## src/hdl/assert_macros.svh

```systemverilog
// Assertion helpers shared by the filter modules.
// Every check is clocked on clk_i and is switched off while rst_ni is low.
`ifndef ASSERT_MACROS_SVH
`define ASSERT_MACROS_SVH

`ifndef SYNTHESIS

// The consequent must hold in the same cycle as the antecedent.
`define ASSERT_NOW(lbl, ante, cons, msg) \
  lbl: assert property (@(posedge clk_i) disable iff (!rst_ni) (ante) |-> (cons)) \
    else $error(msg);

// The consequent must hold in the cycle after the antecedent.
`define ASSERT_NEXT(lbl, ante, cons, msg) \
  lbl: assert property (@(posedge clk_i) disable iff (!rst_ni) (ante) |=> (cons)) \
    else $error(msg);

`else

`define ASSERT_NOW(lbl, ante, cons, msg)
`define ASSERT_NEXT(lbl, ante, cons, msg)

`endif

`endif

```

## src/hdl/sgcd_pkg.sv

```systemverilog
package sgcd_pkg;

  // Default build settings of the filter.
  localparam int WINDOW_POINTS_DEF  = 51;
  localparam int SAMPLE_WIDTH_DEF   = 16;
  localparam int COEF_FRAC_BITS_DEF = 40;

  // Fixed field widths of the two channels.
  localparam int IN_SAMPLE_W = 16;
  localparam int OUT_W       = 56;

  // Coefficients are split into a high and a low part at this bit.
  localparam int LO_BITS = 25;

  // Largest half window over the whole window range, sizes the zero counter.
  localparam int MAX_HALF = 31;
  localparam int ZCNT_W   = $clog2(MAX_HALF + 1);

  localparam logic signed [OUT_W-1:0] OUT_MAX = {1'b0, {(OUT_W-1){1'b1}}};
  localparam logic signed [OUT_W-1:0] OUT_MIN = {1'b1, {(OUT_W-1){1'b0}}};

  // One input request.
  typedef struct packed {
    logic signed [IN_SAMPLE_W-1:0] sample;
    logic                          record_end;
  } sgcd_in_t;

  // One result request.
  typedef struct packed {
    logic signed [OUT_W-1:0] first_derivative;
    logic signed [OUT_W-1:0] second_derivative;
    logic                    final_result;
  } sgcd_out_t;

  // Results caused by one accepted sample, handed to the output sequencer.
  typedef struct packed {
    logic              load;
    logic              main;
    logic              fir;
    logic [ZCNT_W-1:0] zeros;
    logic              fin;
  } sgcd_burst_t;

  // Rounds num * 2^frac / den to the nearest integer, ties away from zero.
  // Long division one bit at a time, evaluated at elaboration.
  function automatic longint sgcd_fix_div(input longint num, input longint den,
                                          input int frac);
    logic [63:0] mag;
    logic [63:0] dv;
    logic [63:0] rem;
    logic [63:0] quo;
    logic        neg;
    longint      res;
    neg = (num < 0);
    mag = neg ? 64'(-num) : 64'(num);
    dv  = 64'(den);
    rem = '0;
    quo = '0;
    res = 0;
    if (dv != 64'd0) begin
      for (int b = 63; b >= 0; b--) begin
        rem = {rem[62:0], mag[b]};
        quo = {quo[62:0], 1'b0};
        if (rem >= dv) begin
          rem    = rem - dv;
          quo[0] = 1'b1;
        end
      end
      for (int b = 0; b <= frac; b++) begin
        rem = {rem[62:0], 1'b0};
        quo = {quo[62:0], 1'b0};
        if (rem >= dv) begin
          rem    = rem - dv;
          quo[0] = 1'b1;
        end
      end
      quo = (quo + 64'd1) >> 1;
      res = neg ? -longint'(quo) : longint'(quo);
    end
    return res;
  endfunction

  // Cubic first derivative coefficient for tap j of a window of m points.
  function automatic longint sgcd_coef_d1(input int m, input int half, input int j,
                                          input int frac);
    longint mm;
    longint m2;
    longint m4;
    longint i;
    longint den;
    longint num;
    mm  = longint'(m);
    m2  = mm * mm;
    m4  = m2 * m2;
    i   = longint'(j) - longint'(half);
    den = mm * (m2 - 1) * (3 * m4 - 39 * m2 + 108);
    num = 15 * (5 * (3 * m4 - 18 * m2 + 31) * i - 28 * (3 * m2 - 7) * i * i * i);
    return sgcd_fix_div(num, den, frac);
  endfunction

  // Cubic second derivative coefficient for tap j of a window of m points.
  function automatic longint sgcd_coef_d2(input int m, input int half, input int j,
                                          input int frac);
    longint mm;
    longint m2;
    longint i;
    longint den;
    longint num;
    mm  = longint'(m);
    m2  = mm * mm;
    i   = longint'(j) - longint'(half);
    den = mm * (m2 - 1) * (m2 - 4);
    num = 30 * (12 * i * i - (m2 - 1));
    return sgcd_fix_div(num, den, frac);
  endfunction

endpackage

```

## src/hdl/sgcd_out.sv

```systemverilog
`include "assert_macros.svh"

module sgcd_out import sgcd_pkg::*; #(
  parameter int HI_ACC_W = 48,
  parameter int LO_ACC_W = 48
) (
  input  logic                       clk_i,
  input  logic                       rst_ni,
  input  sgcd_burst_t                burst_i,
  input  logic signed [HI_ACC_W-1:0] d1_hi_i,
  input  logic signed [LO_ACC_W-1:0] d1_lo_i,
  input  logic signed [HI_ACC_W-1:0] d2_hi_i,
  input  logic signed [LO_ACC_W-1:0] d2_lo_i,
  output logic                       in_stall_o,
  output logic                       out_valid_o,
  input  logic                       out_stall_i,
  output sgcd_out_t                  out_rsp_o
);

  localparam int TOT_W = ((HI_ACC_W + LO_BITS > LO_ACC_W) ? HI_ACC_W + LO_BITS : LO_ACC_W) + 1;
  localparam int SAT_W = (TOT_W > OUT_W) ? TOT_W : OUT_W;

  // Clamps an exact sum to the signed output range.
  function automatic logic signed [OUT_W-1:0] sat_out(input logic signed [SAT_W-1:0] v);
    logic [SAT_W-OUT_W:0]    upper;
    logic signed [OUT_W-1:0] res;
    upper = v[SAT_W-1:OUT_W-1];
    if ((&upper) || !(|upper)) begin
      res = v[OUT_W-1:0];
    end else if (v[SAT_W-1]) begin
      res = OUT_MIN;
    end else begin
      res = OUT_MAX;
    end
    return res;
  endfunction

  logic              main_d, main_q;
  logic              fir_d, fir_q;
  logic [ZCNT_W-1:0] zeros_d, zeros_q;
  logic              fin_d, fin_q;
  logic              out_valid_d, out_valid_q;
  sgcd_out_t         rsp_d, rsp_q;

  logic                    busy;
  logic                    load;
  logic                    single;
  logic signed [SAT_W-1:0] d1_tot;
  logic signed [SAT_W-1:0] d2_tot;

  // Results still owed for the last accepted sample.
  assign busy   = main_q || (zeros_q != '0);
  assign load   = busy && (!out_valid_q || !out_stall_i);
  assign single = main_q ? (zeros_q == '0) : (zeros_q == ZCNT_W'(1));

  // A new sample may enter only once its predecessor's burst leaves this cycle.
  assign in_stall_o = busy && !(load && single);

  // Join the high and low partial sums.
  assign d1_tot = (SAT_W'(d1_hi_i) <<< LO_BITS) + SAT_W'(d1_lo_i);
  assign d2_tot = (SAT_W'(d2_hi_i) <<< LO_BITS) + SAT_W'(d2_lo_i);

  // Burst bookkeeping: the centered result first, then the trailing zeros.
  always_comb begin
    main_d  = main_q;
    fir_d   = fir_q;
    zeros_d = zeros_q;
    fin_d   = fin_q;
    priority if (burst_i.load) begin
      main_d  = burst_i.main;
      fir_d   = burst_i.fir;
      zeros_d = burst_i.zeros;
      fin_d   = burst_i.fin;
    end else if (load) begin
      if (main_q) begin
        main_d = 1'b0;
      end else begin
        zeros_d = zeros_q - ZCNT_W'(1);
      end
    end else begin
      main_d = main_q;
    end
  end

  // Next output request.
  always_comb begin
    rsp_d.first_derivative  = (main_q && fir_q) ? sat_out(d1_tot) : '0;
    rsp_d.second_derivative = (main_q && fir_q) ? sat_out(d2_tot) : '0;
    rsp_d.final_result      = fin_q && single;
  end

  // Output register valid flag.
  always_comb begin
    out_valid_d = out_valid_q;
    if (load) begin
      out_valid_d = 1'b1;
    end else if (!out_stall_i) begin
      out_valid_d = 1'b0;
    end
  end

  always_ff @(posedge clk_i or negedge rst_ni) begin
    if (!rst_ni) begin
      main_q      <= 1'b0;
      fir_q       <= 1'b0;
      zeros_q     <= '0;
      fin_q       <= 1'b0;
      out_valid_q <= 1'b0;
    end else begin
      main_q      <= main_d;
      fir_q       <= fir_d;
      zeros_q     <= zeros_d;
      fin_q       <= fin_d;
      out_valid_q <= out_valid_d;
    end
  end

  always_ff @(posedge clk_i) begin
    if (load) begin
      rsp_q <= rsp_d;
    end
  end

  assign out_valid_o = out_valid_q;
  assign out_rsp_o   = rsp_q;

  // A new burst never overwrites results that are still owed.
  `ASSERT_NOW(a_no_overrun, burst_i.load, !busy || (load && single), "burst overwritten before it drained")
  // The last result of a record carries the final mark.
  `ASSERT_NEXT(a_final_marked, load && single && fin_q, out_valid_o && out_rsp_o.final_result, "final result not marked")
  // Trailing zeros are only owed at a record end.
  `ASSERT_NOW(a_zeros_at_end, busy && !fin_q, zeros_q == '0, "zero results pending without record end")

endmodule

```

## config.mk

```make
export PLATFORM = sky130hd
export DESIGN_NAME = sgcd_out
export DESIGN_NICKNAME = d
export VERILOG_FILES = /design/src/hdl/sgcd_pkg.sv /design/src/hdl/sgcd_out.sv
export VERILOG_INCLUDE_DIRS = /design/src /design/src/hdl
export SDC_FILE = /design/constraint.sdc
export NUM_CORES = 1
export LEC_CHECK = 0
export ABC_CLOCK_PERIOD_IN_PS = 7760
export BUFFER_PORTS_ARGS = -buffer_cell sky130_fd_sc_hd__buf_2
export CORE_MARGIN = 4
export CORE_UTILIZATION = 44
export DETAILED_ROUTE_END_ITERATION = 8
export PLACE_DENSITY = 0.68
export SETUP_SLACK_MARGIN = 0.1
export SLEW_MARGIN = 40
export SYNTH_ARGS = -nofsm -noshare
export SYNTH_HDL_FRONTEND = slang
export SYNTH_SLANG_ARGS = --single-unit
```

## constraint.sdc

```tcl
create_clock -name clk_i -period 7.76 [get_ports clk_i]
set_input_delay 0.776 -clock clk_i [delete_from_list [all_inputs] [get_ports clk_i]]
set_output_delay 0.776 -clock clk_i [all_outputs]
set_load 0.02 [all_outputs]
```

# --- Word level (Yosys, flattened, before mapping) ---
# Cells that the tools add are included.
word_totals:
  latchBits: 0
  input_bits: 204
  out_inout_bits: 115
  reg_bits: 122
  word_cells: 48
  ram_bits: 0
  romBits: 0
  memories: 0
classes:
  shift: 0
  bitwise_logic: 0
  n_div: 0
  n_eq_ne: 3
  reduce_logical: 22
  muxes: 12
  addsub: 3
  mul: 0
  magnitude_cmp: 0
op_table:
  columns: ["operator", "count"]
  rows:
  - ["56-bit 2-to-1 mux", 4]
  - ["73-bit by 48-bit adder with 74-bit output", 2]
  - ["19-bit AND reduction", 2]
  - ["19-bit OR reduction", 2]
  - ["5-bit 2-to-1 mux", 3]
  - ["5-bit by 1-bit == test with 1-bit output, second input constant", 1]
  - ["1-bit logical AND", 5]
  - ["1-bit zero test", 5]
  - ["5-bit zero test", 1]
  - ["1-bit 2-to-1 mux", 5]
  - ["5-bit nonzero test", 1]
  - ["5-bit by 1-bit subtractor with 5-bit output, second input constant", 1]
  - ["1-bit logical OR", 4]
  - ["2-bit by 1-bit inequality test with 1-bit output, second input constant", 1]
  - ["2-bit inequality test, second input constant", 1]
  - ["2-bit AND reduction", 1]
  - ["2-bit nonzero test", 1]

# --- Logic depth before layout (Yosys ltp) ---
logic_depth:
  depth_word: 6
  depth_mapped: 16
  depth_no_buf: 13

# --- Worst setup path before layout ---
# OpenSTA, ideal clock, no wires.
synth_timing:
  path_kind: "reg2reg"
  startpoint: "reg zeros_q[0]"
  endpoint: "reg rsp_q, in the netlist out_rsp_o[0], enable pin"
  synth_period_minus_slack_ns: 6.948
  stages_incl_launch_ff: 5
  arrival_ns: 6.325
  required_time_ns: 7.137
  setup_time_ns: 0.623
  slack_ns: 0.812
  path_buffers: 0
  cell_sequence: "dfrtp_1 > inv_1 > ha_1 > and3b_1 > a21oi_1"
synth_via:
  elab_chain_cells: 3
synth_rtl:
  columns: ["element", "line_no", "source"]
  rows:
  - ["start, declared", "sgcd_out.sv:40", "logic [ZCNT_W-1:0] zeros_d, zeros_q;"]
  - ["start signal, assigned", "sgcd_out.sv:112", "zeros_q <= zeros_d;"]
  - ["5-bit nonzero test", "sgcd_out.sv:52", "assign busy = main_q || (zeros_q != '0);"]
  - ["1-bit logical OR", "sgcd_out.sv:52", null]
  - ["1-bit logical AND", "sgcd_out.sv:53", "assign load = busy && (!out_valid_q || !out_stall_i);"]
  - ["via load", "sgcd_out.sv:46", "logic load;"]
  - ["end signal, assigned", "sgcd_out.sv:120", "rsp_q <= rsp_d;"]
  - ["end, declared", "sgcd_out.sv:43", "sgcd_out_t rsp_d, rsp_q;"]
# The timed path passes the listed nets, and every way through them passes these cells.
# A chain may end at the register's enable or synchronous reset.

# --- Worst setup path after layout ---
layout_timing:
  startpoint: "in d1_lo_i[47]"
  endpoint: "reg rsp_q, in the netlist out_rsp_o[85], data pin"
layout_via:
  elab_chain_cells: 5
  word_cells_on_any_way: 7
  cone_classes: "add/sub: 1; mux: 2; reduce/logical: 4"
layout_rtl:
  columns: ["element", "line_no", "source"]
  rows:
  - ["start, declared", "sgcd_out.sv:11", "input logic signed [LO_ACC_W-1:0] d1_lo_i,"]
  - ["73-bit by 48-bit adder with 74-bit output (*)", "sgcd_out.sv:60", "assign d1_tot = (SAT_W'(d1_hi_i) <<< LO_BITS) + SAT_W'(d1_lo_i);"]
  - ["19-bit OR reduction", "sgcd_out.sv:28", "if ((&upper) || !(|upper)) begin"]
  - ["1-bit zero test", "sgcd_out.sv:28", null]
  - ["1-bit logical OR", "sgcd_out.sv:28", null]
  - ["56-bit 2-to-1 mux (*)", "sgcd_out.sv:28", null]
# Every way passes the cells marked *; elsewhere a longest branch is shown, timed or not.

==> impl_summary.md <==
Outcome
The flow ran to the end, and the final reports show no timing, DRC or antenna violations.

STA
The total count of hold-check failures in the final report was 0. Setup repair after global routing left no endpoint under its margin. The worst path uses 68.64% of the clock period. The worst-case hold slack is 200.9 ps.

The worst clock skew on the final layout is 11.81 ps. The total negative slack for setup checks is 0 ps. The final count of negative-setup-slack endpoints is 0. The transition time at the pin with the least slew margin is 804.7 ps. Derived from the worst setup path, the maximum achievable clock frequency is 187.7 MHz. The minimum period implied by the final worst setup slack is around 5300 ps. Across all setup checks in the final design, the least slack found is between 2000 and 2500 ps. The count of final max-slew check failures came to 0. The normalized max-slew margin is between 40 and 50%.

Drt
Detailed routing inserted a total of 12800 vias. The length of the first detailed-routing pass in iterations is 6. Wires add up to 41.87 mm. The average vias per placed instance is slightly above 6. The count of nets left with antenna violations after detail routing is 0. In the routed design, unresolved DRC markers number 0. The routed length per placed instance is 19.72 um. The number of DRC markers in iteration 0 is between 1000 and 1500.

Cells and area
The final-stage net count is between 2000 and 2500. Cells fill between 50% and 60% of the core in the end. The area taken by flip-flops and latches is 0.003618 mm^2. The finished cells cover ~0.015 mm^2. The finished layout holds roughly 2100 standard cells, fillers aside. In the final layout, the multi-input gates occupy 0.008124 mm^2. The growth of design area from synthesis to finish is 18.89%. Counting the fill cells in the layout gives approximately 2700.

The post-route netlist has between 20% and 30% of its cells at a drive strength greater than 1.

CTS
The number of hold-repair buffers added at the cts stage is 0. The clock tree from TritonCTS is yes. The number of gates given a new drive strength after cts is 0. CTS placed an instance of sky130_fd_sc_hd__clkbuf_16 at the clock tree root. The clock sink count is between 100 and 150. The number of buffers created by CTS is 17.

Clock-pin slew was measured on the worst setup and hold paths at 70 ps. CTS built an H-tree with a depth of 4. No sink is reached through more buffers than the 2 on the longest clock path.

The number of setup buffers added after CTS is 0. The clock latency of the later-clocked register in the worst-skew pair is 420 ps.

Critical path
In this run the critical register-to-register path is captured at out_rsp_o[55]$_SDFFCE_PN0P_. The required time of the critical path is 7900 ps. Counting cells, the worst reg-to-reg path comes to 7. The worst setup path is launched from an input pin.

The startpoint identified for the worst register-to-register timing path is main_q$_DFFE_PN0P_. For flop-to-flop paths, the worst setup slack is 4810 ps. The worst setup path is of the input pin to register kind. The worst-path maximum fanout is 43. For the worst setup path, the data arrival time is 5460 ps.

The worst setup path is captured at a register.

Floorplanning
The die is 175.4 um wide. The area of the die is 0.03078 mm^2. The starting density of the core is 44.52%. For this design the top-level I/O count stands at approximately 320.

The core footprint is 0.02771 mm^2. After floorplanning, the core was divided into 61 placement rows. Measured along the y axis, the die boundary spans 175.4 um.

Synth
Summing every instance area after synthesis gives 0.01233 mm^2. The post-synthesis register bit count is about 120. The net count after synthesis is 1779.

The number of instances in the synthesized netlist is 1474. By area the synthesized netlist is led by sky130_fd_sc_hd__edfxtp_1 (28%), sky130_fd_sc_hd__ha_1 (10%), sky130_fd_sc_hd__nand2_1 (6.0%), sky130_fd_sc_hd__a21oi_1 (5.6%), sky130_fd_sc_hd__o221ai_2 (5.0%). The sequential cell area fraction in the yosys report is between 20% and 30%. The Yosys step of the flow raised 0 warnings. For this run, asynchronously set or reset flops after synthesis account for 7.377%. In this run, synthesis inferred 113 flip-flops with an integrated enable. The synthesized design devotes to its leading area cell type 27.51% of total area. The biggest area contributor in the post-synthesis netlist is sky130_fd_sc_hd__edfxtp_1. The most used flip-flop cell after synthesis is sky130_fd_sc_hd__edfxtp_1. Yosys mapped the design onto 86 distinct sky130hd cell types. A synthesized cell averages 8.368 um^2.

Pwr
The static leakage is 5.984 nW. The cell area power density is 177.4 mW/mm^2. Power comes to approximately 2.6 mW.

The worst-case IR drop observed on VDD is 0.0001161 V.

Min path
The min-delay analysis places its worst path in the category input pin to async pin.

Place
The number of buffers added on ports is 318. The post-place instance area is about 0.014 mm^2. The total half-perimeter wirelength after legalization and detailed placement is between 30 and 40 mm. The cell count after placement is 2088. The weighted congestion reported at the end of routability-driven placement is 0.9751. Timing analysis after detailed placement gives a worst setup slack of 2022 ps.

Global route
The first-pass GRT wire length is 64.18 mm. Entering global routing, the biggest net connects 88 pins. The number of antenna violations at the first check in global routing was 3.

The overall overflow remaining after global route is 0. The via count of the first global-routing pass is 11970. The overall track demand over capacity in global routing is 25.70%.

Run
The max-capacitance violation count is 0.
## cells in the final DEF (no fill, tap or decap), types with 26 or more instances in the layout
cell type                    n
sky130_fd_sc_hd__buf_2     318
sky130_fd_sc_hd__nand3_1    69
sky130_fd_sc_hd__nor3_1     34
sky130_fd_sc_hd__xor2_1     26
sky130_fd_sc_hd__ha_1       99
sky130_fd_sc_hd__xnor2_1    52
sky130_fd_sc_hd__o21ai_0    89
sky130_fd_sc_hd__edfxtp_1  113
sky130_fd_sc_hd__o221ai_2   41
sky130_fd_sc_hd__o21ai_1    72
sky130_fd_sc_hd__inv_1      46
sky130_fd_sc_hd__nand2_1   195
sky130_fd_sc_hd__nor2_1     83
sky130_fd_sc_hd__nand4_1    38
sky130_fd_sc_hd__a21oi_1   137
## worst max-delay path by stage
stage / start / end / slack (ps) / cells after the start
6_report: d1_lo_i[47] / out_rsp_o[85]$_SDFFCE_PN0P_ / 2430 / 14
5_1_grt: d1_lo_i[47] / out_rsp_o[64]$_SDFFCE_PN0P_ / 2060 / 14
4_1_cts: d1_lo_i[47] / out_rsp_o[85]$_SDFFCE_PN0P_ / 2470 / 14
3_5_place_dp: d1_lo_i[47] / out_rsp_o[85]$_SDFFCE_PN0P_ / 2020 / 14
3_3_place_gp: d1_lo_i[47] / out_rsp_o[83]$_SDFFCE_PN0P_ / 1780 / 14
2_1_floorplan: zeros_q[0]$_DFFE_PN0P_ / out_rsp_o[0]$_DFFE_PP_ / 810 / 4
## cells by family (layout without fill, tap and decap cells)
family	count (synthesis)	count (layout)	share of synthesized area [%]
buffers and inverters	137	405	5.173
xor gates and xnor gates	78	78	5.539
and+or+nand+nor	516	516	20.04
AOI/OAI and AO/OA	511	511	28.77
DFF	122	122	29.34
muxes	9	9	0.7709
other	0	3	0
adders and majority gates	101	101	10.37
## sequential cells by signal (all words and copies together) (netlist names)
name,flops
out_rsp_o,113
zeros_q,5
fin_q,1
fir_q,1
main_q,1
out_valid_o,1
## synth_stat cells, types with 5 or more instances
cell type	number
sky130_fd_sc_hd__o211ai_1	13
sky130_fd_sc_hd__nand4_1	38
sky130_fd_sc_hd__clkbuf_1	51
sky130_fd_sc_hd__nand2_1	196
sky130_fd_sc_hd__and2_1	5
sky130_fd_sc_hd__a21boi_0	6
sky130_fd_sc_hd__or3_1	8
sky130_fd_sc_hd__edfxtp_1	113
sky130_fd_sc_hd__a21oi_1	138
sky130_fd_sc_hd__a221oi_1	7
sky130_fd_sc_hd__nand2b_1	10
sky130_fd_sc_hd__o21a_1	16
sky130_fd_sc_hd__buf_2	27
sky130_fd_sc_hd__nor4_1	15
sky130_fd_sc_hd__mux2i_1	5
sky130_fd_sc_hd__ha_1	99
sky130_fd_sc_hd__a31oi_1	11
sky130_fd_sc_hd__and4_1	8
sky130_fd_sc_hd__xnor2_1	52
sky130_fd_sc_hd__a211oi_1	13
sky130_fd_sc_hd__nor2b_1	5
sky130_fd_sc_hd__o31ai_1	19
sky130_fd_sc_hd__o21ai_1	72
sky130_fd_sc_hd__buf_6	11
sky130_fd_sc_hd__inv_1	46
sky130_fd_sc_hd__nor3_1	34
sky130_fd_sc_hd__xor2_1	26
sky130_fd_sc_hd__nand3_1	69
sky130_fd_sc_hd__o221ai_1	5
sky130_fd_sc_hd__and3_1	20
sky130_fd_sc_hd__o21bai_1	10
sky130_fd_sc_hd__a2111oi_0	8
sky130_fd_sc_hd__nor2_1	84
sky130_fd_sc_hd__o21ai_0	89
sky130_fd_sc_hd__o221ai_2	41
sky130_fd_sc_hd__a21o_1	17
sky130_fd_sc_hd__dfrtp_1	9
## per-layer routing
layer / vias up / share of wire [%] / GRT usage (%) / routed length (um)
met5: - / 0 / 0 / 0
met4: 0 / 2.9 / 9.032 / 1204
li1: 6132 / - / - / -
met3: 70 / 7.5 / 4.262 / 3158
met1: 6016 / 43 / 34.57 / 18120
met2: 584 / 46 / 42.09 / 19380
## cell type report
type / count / share of cell area [%]
multi-input cells: 1215 / 55.40
inverters: 46 / 1.177
well taps: 378 / 3.225
clock buffers: 20 / 3.413
flip-flops and latches: 122 / 24.68
diodes: 3 / 0.05119
repair buffers: 327 / 11.29
clock inverters: 12 / 0.7679
## where the power goes
group          internal [mW]  switching, mW
clock                  0.481          0.338
combinational          0.336          0.631
sequential             0.793         0.0226
## worst max-delay path, stage by stage
cell                        delay [ps]
sky130_fd_sc_hd__buf_2             270
sky130_fd_sc_hd__ha_1              590
sky130_fd_sc_hd__nand2_1           260
sky130_fd_sc_hd__nor2_1            390
sky130_fd_sc_hd__nand2_1           240
sky130_fd_sc_hd__a2111oi_0         750
sky130_fd_sc_hd__nor3_1             90
sky130_fd_sc_hd__nor2_1            130
sky130_fd_sc_hd__o21ai_0           100
sky130_fd_sc_hd__or4b_1            500
sky130_fd_sc_hd__and4bb_1          350
sky130_fd_sc_hd__a211o_4           510
sky130_fd_sc_hd__buf_4             350
sky130_fd_sc_hd__o221ai_2          120
(Power assumes the default switching activity.)
